`config.mk`:
```
export PLATFORM = sky130hd
export DESIGN_NAME = ata_cordic_stage
export DESIGN_NICKNAME = d
export VERILOG_FILES = /design/src/ata_pkg.sv /design/src/ata_cordic_stage.sv
export SDC_FILE = /design/constraint.sdc
export NUM_CORES = 1
export LEC_CHECK = 0
export BUFFER_PORTS_ARGS = -buffer_cell sky130_fd_sc_hd__buf_2
export CORE_ASPECT_RATIO = 0.75
export CORE_MARGIN = 5
export CORE_UTILIZATION = 41
export CTS_CLUSTER_DIAMETER = 150
export DETAILED_ROUTE_END_ITERATION = 12
export PLACE_DENSITY_LB_ADDON = 0.25
export SLEW_MARGIN = 20
export SYNTH_ARGS = -nofsm -noshare
export SYNTH_HDL_FRONTEND = slang
export SYNTH_SLANG_ARGS = --single-unit
```
`constraint.sdc`:
```
create_clock -name clk_i -period 8.8 [get_ports clk_i]
set_clock_uncertainty 0.15 [all_clocks]
set_input_delay 1.32 -clock clk_i [delete_from_list [all_inputs] [get_ports clk_i]]
set_output_delay 1.32 -clock clk_i [all_outputs]
set_load 0.03 [all_outputs]
```
`src/ata_pkg.sv`:
```
// Types and constants of the accelerometer tilt angle block.
// Depends on nothing; used by every module of the block.
package ata_pkg;

  localparam int unsigned SAMPLE_WIDTH  = 16;
  localparam int unsigned ANGLE_WIDTH   = 16;
  localparam int unsigned CORDIC_STEPS  = 23;
  localparam int unsigned NUM_LANES     = 2;
  // Operands are placed so that the sample's sign bit lands on bit 55.
  localparam int unsigned FRAC_SHIFT    = 56 - SAMPLE_WIDTH;
  // Vector width: 2^55 magnitude, times sqrt(2), times the rotation gain.
  localparam int unsigned VEC_WIDTH     = 58;
  // Angle accumulator in 2^-16 degree; half turn plus the table sum fit.
  localparam int unsigned ACC_WIDTH     = 26;
  localparam int unsigned ROUND_SHIFT   = 9;
  localparam int unsigned RND_WIDTH     = ACC_WIDTH + 1 - ROUND_SHIFT;

  localparam logic signed [ACC_WIDTH-1:0] HALF_TURN_ACC = ACC_WIDTH'(180 * 65536);
  localparam logic signed [ACC_WIDTH:0]   ROUND_BIAS    = (ACC_WIDTH + 1)'(256);
  localparam logic signed [RND_WIDTH-1:0] HALF_TURN_OUT = RND_WIDTH'(23040);
  localparam logic signed [RND_WIDTH-1:0] FULL_TURN_OUT = RND_WIDTH'(46080);

  // round(atan(2^-i) * 180/pi * 65536)
  localparam logic signed [ACC_WIDTH-1:0] ATAN_TABLE [CORDIC_STEPS] = '{
    ACC_WIDTH'(2949120), ACC_WIDTH'(1740967), ACC_WIDTH'(919879),
    ACC_WIDTH'(466945),  ACC_WIDTH'(234379),  ACC_WIDTH'(117304),
    ACC_WIDTH'(58666),   ACC_WIDTH'(29335),   ACC_WIDTH'(14668),
    ACC_WIDTH'(7334),    ACC_WIDTH'(3667),    ACC_WIDTH'(1833),
    ACC_WIDTH'(917),     ACC_WIDTH'(458),     ACC_WIDTH'(229),
    ACC_WIDTH'(115),     ACC_WIDTH'(57),      ACC_WIDTH'(29),
    ACC_WIDTH'(14),      ACC_WIDTH'(7),       ACC_WIDTH'(4),
    ACC_WIDTH'(2),       ACC_WIDTH'(1)
  };

  typedef struct packed {
    logic signed [SAMPLE_WIDTH-1:0] accel_x;
    logic signed [SAMPLE_WIDTH-1:0] accel_y;
    logic signed [SAMPLE_WIDTH-1:0] accel_z;
  } in_word_t;

  typedef struct packed {
    logic signed [ANGLE_WIDTH-1:0] pitch_angle;
    logic signed [ANGLE_WIDTH-1:0] roll_angle;
  } out_word_t;

  // One angle in flight through the rotation pipeline.
  typedef struct packed {
    logic signed [VEC_WIDTH-1:0] x;
    logic signed [VEC_WIDTH-1:0] y;
    logic signed [ACC_WIDTH-1:0] acc;
    logic                        zero_num;
    logic                        neg_up;
  } lane_t;

endpackage

```
`src/ata_cordic_stage.sv`:
```
// One registered micro-rotation of the vectoring pipeline, for all lanes.
// Depends on ata_pkg.
module ata_cordic_stage #(
  parameter int unsigned STEP = 0
) (
  input  logic                                     clk_i,
  input  logic                                     en_i,
  input  ata_pkg::lane_t [ata_pkg::NUM_LANES-1:0]  lane_i,
  output ata_pkg::lane_t [ata_pkg::NUM_LANES-1:0]  lane_o
);
  import ata_pkg::*;

  lane_t [NUM_LANES-1:0] lane_d;
  lane_t [NUM_LANES-1:0] lane_q;

  // Rotate towards the x axis; the shifts are floor shifts by a fixed amount.
  always_comb begin
    for (int l = 0; l < NUM_LANES; l++) begin
      lane_d[l] = lane_i[l];
      if (!lane_i[l].y[VEC_WIDTH-1]) begin
        lane_d[l].x   = lane_i[l].x + (lane_i[l].y >>> STEP);
        lane_d[l].y   = lane_i[l].y - (lane_i[l].x >>> STEP);
        lane_d[l].acc = lane_i[l].acc + ATAN_TABLE[STEP];
      end else begin
        lane_d[l].x   = lane_i[l].x - (lane_i[l].y >>> STEP);
        lane_d[l].y   = lane_i[l].y + (lane_i[l].x >>> STEP);
        lane_d[l].acc = lane_i[l].acc - ATAN_TABLE[STEP];
      end
    end
  end

  always_ff @(posedge clk_i) begin
    if (en_i) begin
      lane_q <= lane_d;
    end
  end

  assign lane_o = lane_q;

endmodule

```
==> impl_metrics.toml, run 1 <==
[power]
leakagePower_nw = 15.8
power.density_nw_per_um2 = 170
vdd_drop_max_mv = 0.126
report.power.total_mw = 6.15

[floorplan]
die_y_um = 249
start_util_pct = 41.5
core_area_um2 = 75300
io_pins = 578
dieWidth_um = 329
die-area_um2 = 81900
num_rows = 87

[clock_tree]
ctsResizeCount = 0
clockBufferDepth = 3
numCtsBuffers = 35
ctsHtreeMaxLevel = 2
post_cts_buffers = 0
cts_tree = "done"
ctsHoldBuffers = 0
clockRootBuffer = "clkbuf_16"
clk_pin_slew_ns = 0.07
clkSinkCount = 286

[sta]
drv_slew = 0
setup_slack_ns = 2.98
hold_viol_final = 0
fmax_mhz = 172
whs_ns = 0.757
tns_ns = 0
relSlewSlack_pct = 26.8
finalSetupViolations = 0
period_share_pct = 66.1
worstMarginPinSlew_ns = 1.10
rsz0062_at_grt = "false"
fin_crit_ns = 5.82

[synth]
avgSynthCellArea_um2 = 8.17
yosysTopAreaCell = "edfxtp_1"
synth_edf_count = 286
ys_ff_latch = 286
synth_async_sr_flop_share_pct = 0
mappedNetlistArea_um2 = 31200
synthFlopType = "edfxtp_1"
synth_nets = 4511
synth_area_leaders = "edfxtp_1, ha_1, a21oi_1"
synth_cell_type_count = 91
synth.most_common_cell = "a21oi_1"
netlist.area_leader.share_pct = 27.5
yosys_warnings = 0
yosysSeqAreaShare_pct = 27.5
synthTopCellsByCount = "a21oi_1, ha_1, inv_1"
syn_inst = 3823

[critical_path]
crit_slowest_cell = "a211oi_1"
start_kind = "primary input"
path_cells = "buf_2 -> inv_1 -> ha_1 -> nand3_1 -> a211oi_1 -> o21ai_0 -> a211oi_1 -> o21ai_0 -> o21a_1 -> o31ai_1 -> a21o_1 -> a211oi_1 -> a2bb2oi_1 -> xor2_1"
crit_path_end_kind = "register"
crit_type = "primary input to register"
cp.arrival_ns = 5.98
crit_required_ns = 8.97
path_max_fanout = 14
cpMostUsedCell = "a211oi_1"
max_stage_delay_ns = 0.80

[placed_design]
dpl_worst_slack_ns = 2.89
dpl.hpwl_um = 106000
numPortBuffers = 577
place_congestion = 1.01

[routing]
drt_pre_antenna_iters = 6
final_antenna_net_count = 0
drtIter0Drc = 4217
wirelength_um = 131000
viasPerCell = 6.02
route.detailed.drc = 0
vias = 32200
wl_per_cell_um = 24.6

[layout]
nFillCells = 7629
nets = 4970
largest_register_ffs = 286
final_core_util_pct = 47.9
drive_gt1_share_pct = 16.1
syn2layout_area_growth_pct = 15.5

[global_routing]
grt_remaining_overflow = 0
grt_max_degree = 112
antenna_found_initial = 25
grt.total_usage_pct = 30.1
grt_pass1_vias = 29700
grt_pass1_wl_um = 191000

[flow_run]
max-cap-violations = 0

[status]
status = "complete, no violations"

[hold_path]
hold_path_class = "primary input to register"
-- per-stage QoR --
step | std cells | cell area [um2]
floorplan | 3823 | 31200
global placement | 5268 | 34900
detailed placement | 5268 | 34900
CTS | 5331 | 36100
global route | 5340 | 36100
finish | 5344 | 36100
-- cells by family after synthesis --
family,Yosys count,synth area share [%]
AO/OA/AOI/OAI,1369,27.3
AND/OR/NAND/NOR,927,14.0
buffers and inverters,555,6.79
adder cells (fa/ha/maj),398,16.1
flip-flops,286,27.5
XOR/XNOR,235,6.59
multiplexers,53,1.70
-- report_power, final --
| part | internal (mW) | switching, mW |
|---|---|---|
| combinational | 0.810 | 1.88 |
| sequential | 1.80 | 0.0888 |
| clock | 0.933 | 0.642 |
-- area by class of cell --
type | instances | area (um2) | share of cell area (%)
Tap cell | 1023 | 1280 | 3.55
Timing Repair Buffer | 588 | 3000 | 8.31
Clock buffer | 42 | 923 | 2.56
Sequential cell | 286 | 8590 | 23.8
Clock inverter | 21 | 282 | 0.780
Inverter | 389 | 1460 | 4.05
Antenna cell | 13 | 32.5 | 0.0901
Multi-Input combinational cell | 2982 | 20500 | 56.9
-- cells in the final DEF, fill, tap and decap left out, drive strengths merged, types with 49 or more instances in the layout --
master	n
edfxtp	286
nand4	63
ha	390
o21ai	290
nor2	308
o21bai	115
inv	376
nand2	221
mux2i	52
nor3	80
a211oi	49
nand3	52
a21o	75
a21oi	515
xnor2	215
buf	588
-- final timing paths --
path,cells after the start,end,start,slack (ns)
setup / recovery,14,lane_o[85],lane_i[38],2.98
hold / removal,1,lane_o[17],lane_i[17],0.76
-- worst max-delay path: cells and delay by family --
family                   cells  cell delay, ns
adder cells (fa/ha/maj)      1            0.66
buffers and inverters        2            0.14
AND/OR/NAND/NOR              1            0.40
AO/OA/AOI/OAI                9            3.29
XOR/XNOR                     1            0.14
-- routing by layer --
layer	GRT usage (%)	wire, um	up-vias
met5	0	113	-
met4	9.05	4150	16
met3	10.3	17700	214
met2	41.8	52200	1999
met1	43.9	57200	15200
li1	-	-	14700
(Power assumes the default switching activity.)
==> run 2: changes to the inputs <==
==> constraint.sdc (replaced) <==
create_clock -name clk_i -period 6.1 [get_ports clk_i]
set_clock_uncertainty 0.15 [all_clocks]
set_input_delay 0.915 -clock clk_i [delete_from_list [all_inputs] [get_ports clk_i]]
set_output_delay 0.915 -clock clk_i [all_outputs]
set_load 0.03 [all_outputs]
==> run 2 against run 1 <==
  * Sequential power increased by 44%
  * Global-route usage increased by 0.30 points
  * Worst hold slack got worse by 0.38 ns
  * First-iteration DRC count decreased by 0.14%
  * Count of clock-buffer cells in the layout decreased by 2
  * Critical path type unchanged
  * Critical endpoint is now lane_o[222]
  * Largest cell class unchanged
==> impl_metrics.toml, run 2 (synthesized netlist as in run 1, its figures left out) <==
[placed_design]
numPortBuffers = 577
dpl.hpwl_um = 108000
place_congestion = 1.02

[sta]
drv_slew = 0
period_share_pct = 82.8
whs_ns = 0.378
fin_crit_ns = 5.05
tns_ns = 0
fmax_mhz = 198
relSlewSlack_pct = 33.9
rsz0062_at_grt = "false"
worstMarginPinSlew_ns = 0.992
finalSetupViolations = 0
hold_viol_final = 0

[routing]
final_antenna_net_count = 0
wirelength_um = 132000
wl_per_cell_um = 24.7
vias = 32200
viasPerCell = 5.99
drt_pre_antenna_iters = 6
route.detailed.drc = 0
drtIter0Drc = 4211

[layout]
largest_register_ffs = 286
drive_gt1_share_pct = 16.5
layout_common_cells = "buf_2, a21oi_1, ha_1, inv_1, nor2_1"
nets = 4991
layout_commonest_cell = "buf_2"
syn2layout_area_growth_pct = 15.8
nFillCells = 7539

[floorplan]
die_y_um = 249
die-area_um2 = 81900
num_rows = 87
io_pins = 578
core_area_um2 = 75300
start_util_pct = 41.5
dieWidth_um = 329

[critical_path]
crit_required_ns = 6.24
start_kind = "primary input"
crit_path_end_kind = "register"
startpoint = "lane_i[172]"
crit_slowest_cell = "a31oi_1"
crit_buf_inv = 1
crit_type = "primary input to register"
max_stage_delay_ns = 0.70
path_cells = "buf_2 -> ha_1 -> fa_1 -> nand2b_1 -> a21oi_1 -> o31a_1 -> nor2_1 -> o21ai_1 -> a31oi_1 -> o21ai_1 -> a221oi_1 -> nand2_1 -> a221oi_1 -> xnor2_1"
path_max_fanout = 4
cp.depth = 14
cp.arrival_ns = 5.20
cpLargestDelayFamily = "compound AO/OA/AOI/OAI gates"

[global_routing]
grt_max_degree = 122
grt.total_usage_pct = 30.4
grt_pass1_vias = 29500
grt_pass1_wl_um = 193000
antenna_found_initial = 26
grt_remaining_overflow = 0

[hold_path]
hold_path_class = "primary input to register"
hold_depth = 1
holdCritStartpoint = "lane_i[4]"

[flow_run]
max-cap-violations = 0

[clock_tree]
cts_tree = "done"
post_cts_buffers = 0
clockRootBuffer = "clkbuf_16"
ctsHoldBuffers = 0
clockBufferDepth = 3
clk_pin_slew_ns = 0.06
ctsResizeCount = 0
ctsHtreeMaxLevel = 2
numCtsBuffers = 34
clkSinkCount = 286

[power]
vdd_drop_max_mv = 0.176
power.density_nw_per_um2 = 242
leakagePower_nw = 15.8

[status]
status = "complete, no violations"
## run 2: changes by cell type in the layout (fill, tap and decap cells not counted), sizes merged
| cell | before | now |
|---|---|---|
| buf | 588 | 610 |
| bufinv | 6 | 4 |
| clkbuf | 42 | 40 |
| clkinv | 28 | 29 |
| clkinvlp | 0 | 2 |
| diode | 13 | 17 |
| inv | 376 | 373 |
## run 2: final timing paths
path	end	slack, ns
hold / removal	lane_o[4]	0.38
setup / recovery	lane_o[222]	1.05
## run 2: final cells by class
type / instances / area, um2 / share of cell area, %
antenna: 17 / 42.5 / 0.118
clock inverter: 19 / 228 / 0.629
inverter: 389 / 1460 / 4.04
timing repair buffer: 610 / 3160 / 8.74
sequential: 286 / 8590 / 23.7
multi-input combinational: 2982 / 20500 / 56.7
clock buffer: 40 / 895 / 2.47
tap: 1023 / 1280 / 3.54
## run 2: metrics by stage
step / instances / worst slack, ns / cell area (um2) / utilization (%) / total power, mW
after global routing: 5358 / 0.983 / 36200 / 48.0 / 9.13
after floorplan: 3823 / 2.12 / 31200 / - / 5.20
final: 5366 / 1.05 / 36200 / 48.0 / 8.75
after global placement: 5290 / 0.684 / 35000 / 46.5 / 6.57
after detailed placement: 5290 / 0.695 / 35000 / 46.5 / 6.54
after CTS: 5349 / 1.27 / 36100 / 48.0 / 8.73
## run 2: where the power goes
part | internal (mW) | switching (mW) | leakage (nW) | total [mW]
Clock | 1.23 | 0.909 | 0.540 | 2.14
Sequential | 2.59 | 0.127 | 2.80 | 2.72
Combinational | 1.18 | 2.71 | 12.5 | 3.89
## run 2: routing by layer
layer  track usage (%)  routed length (um)  vias up
met5                 0                  92        -
li1                  -                   -    14800
met4              7.52                3520       14
met2              42.0               52200     1933
met1              45.5               59100    15200
met3              9.87               17400      211
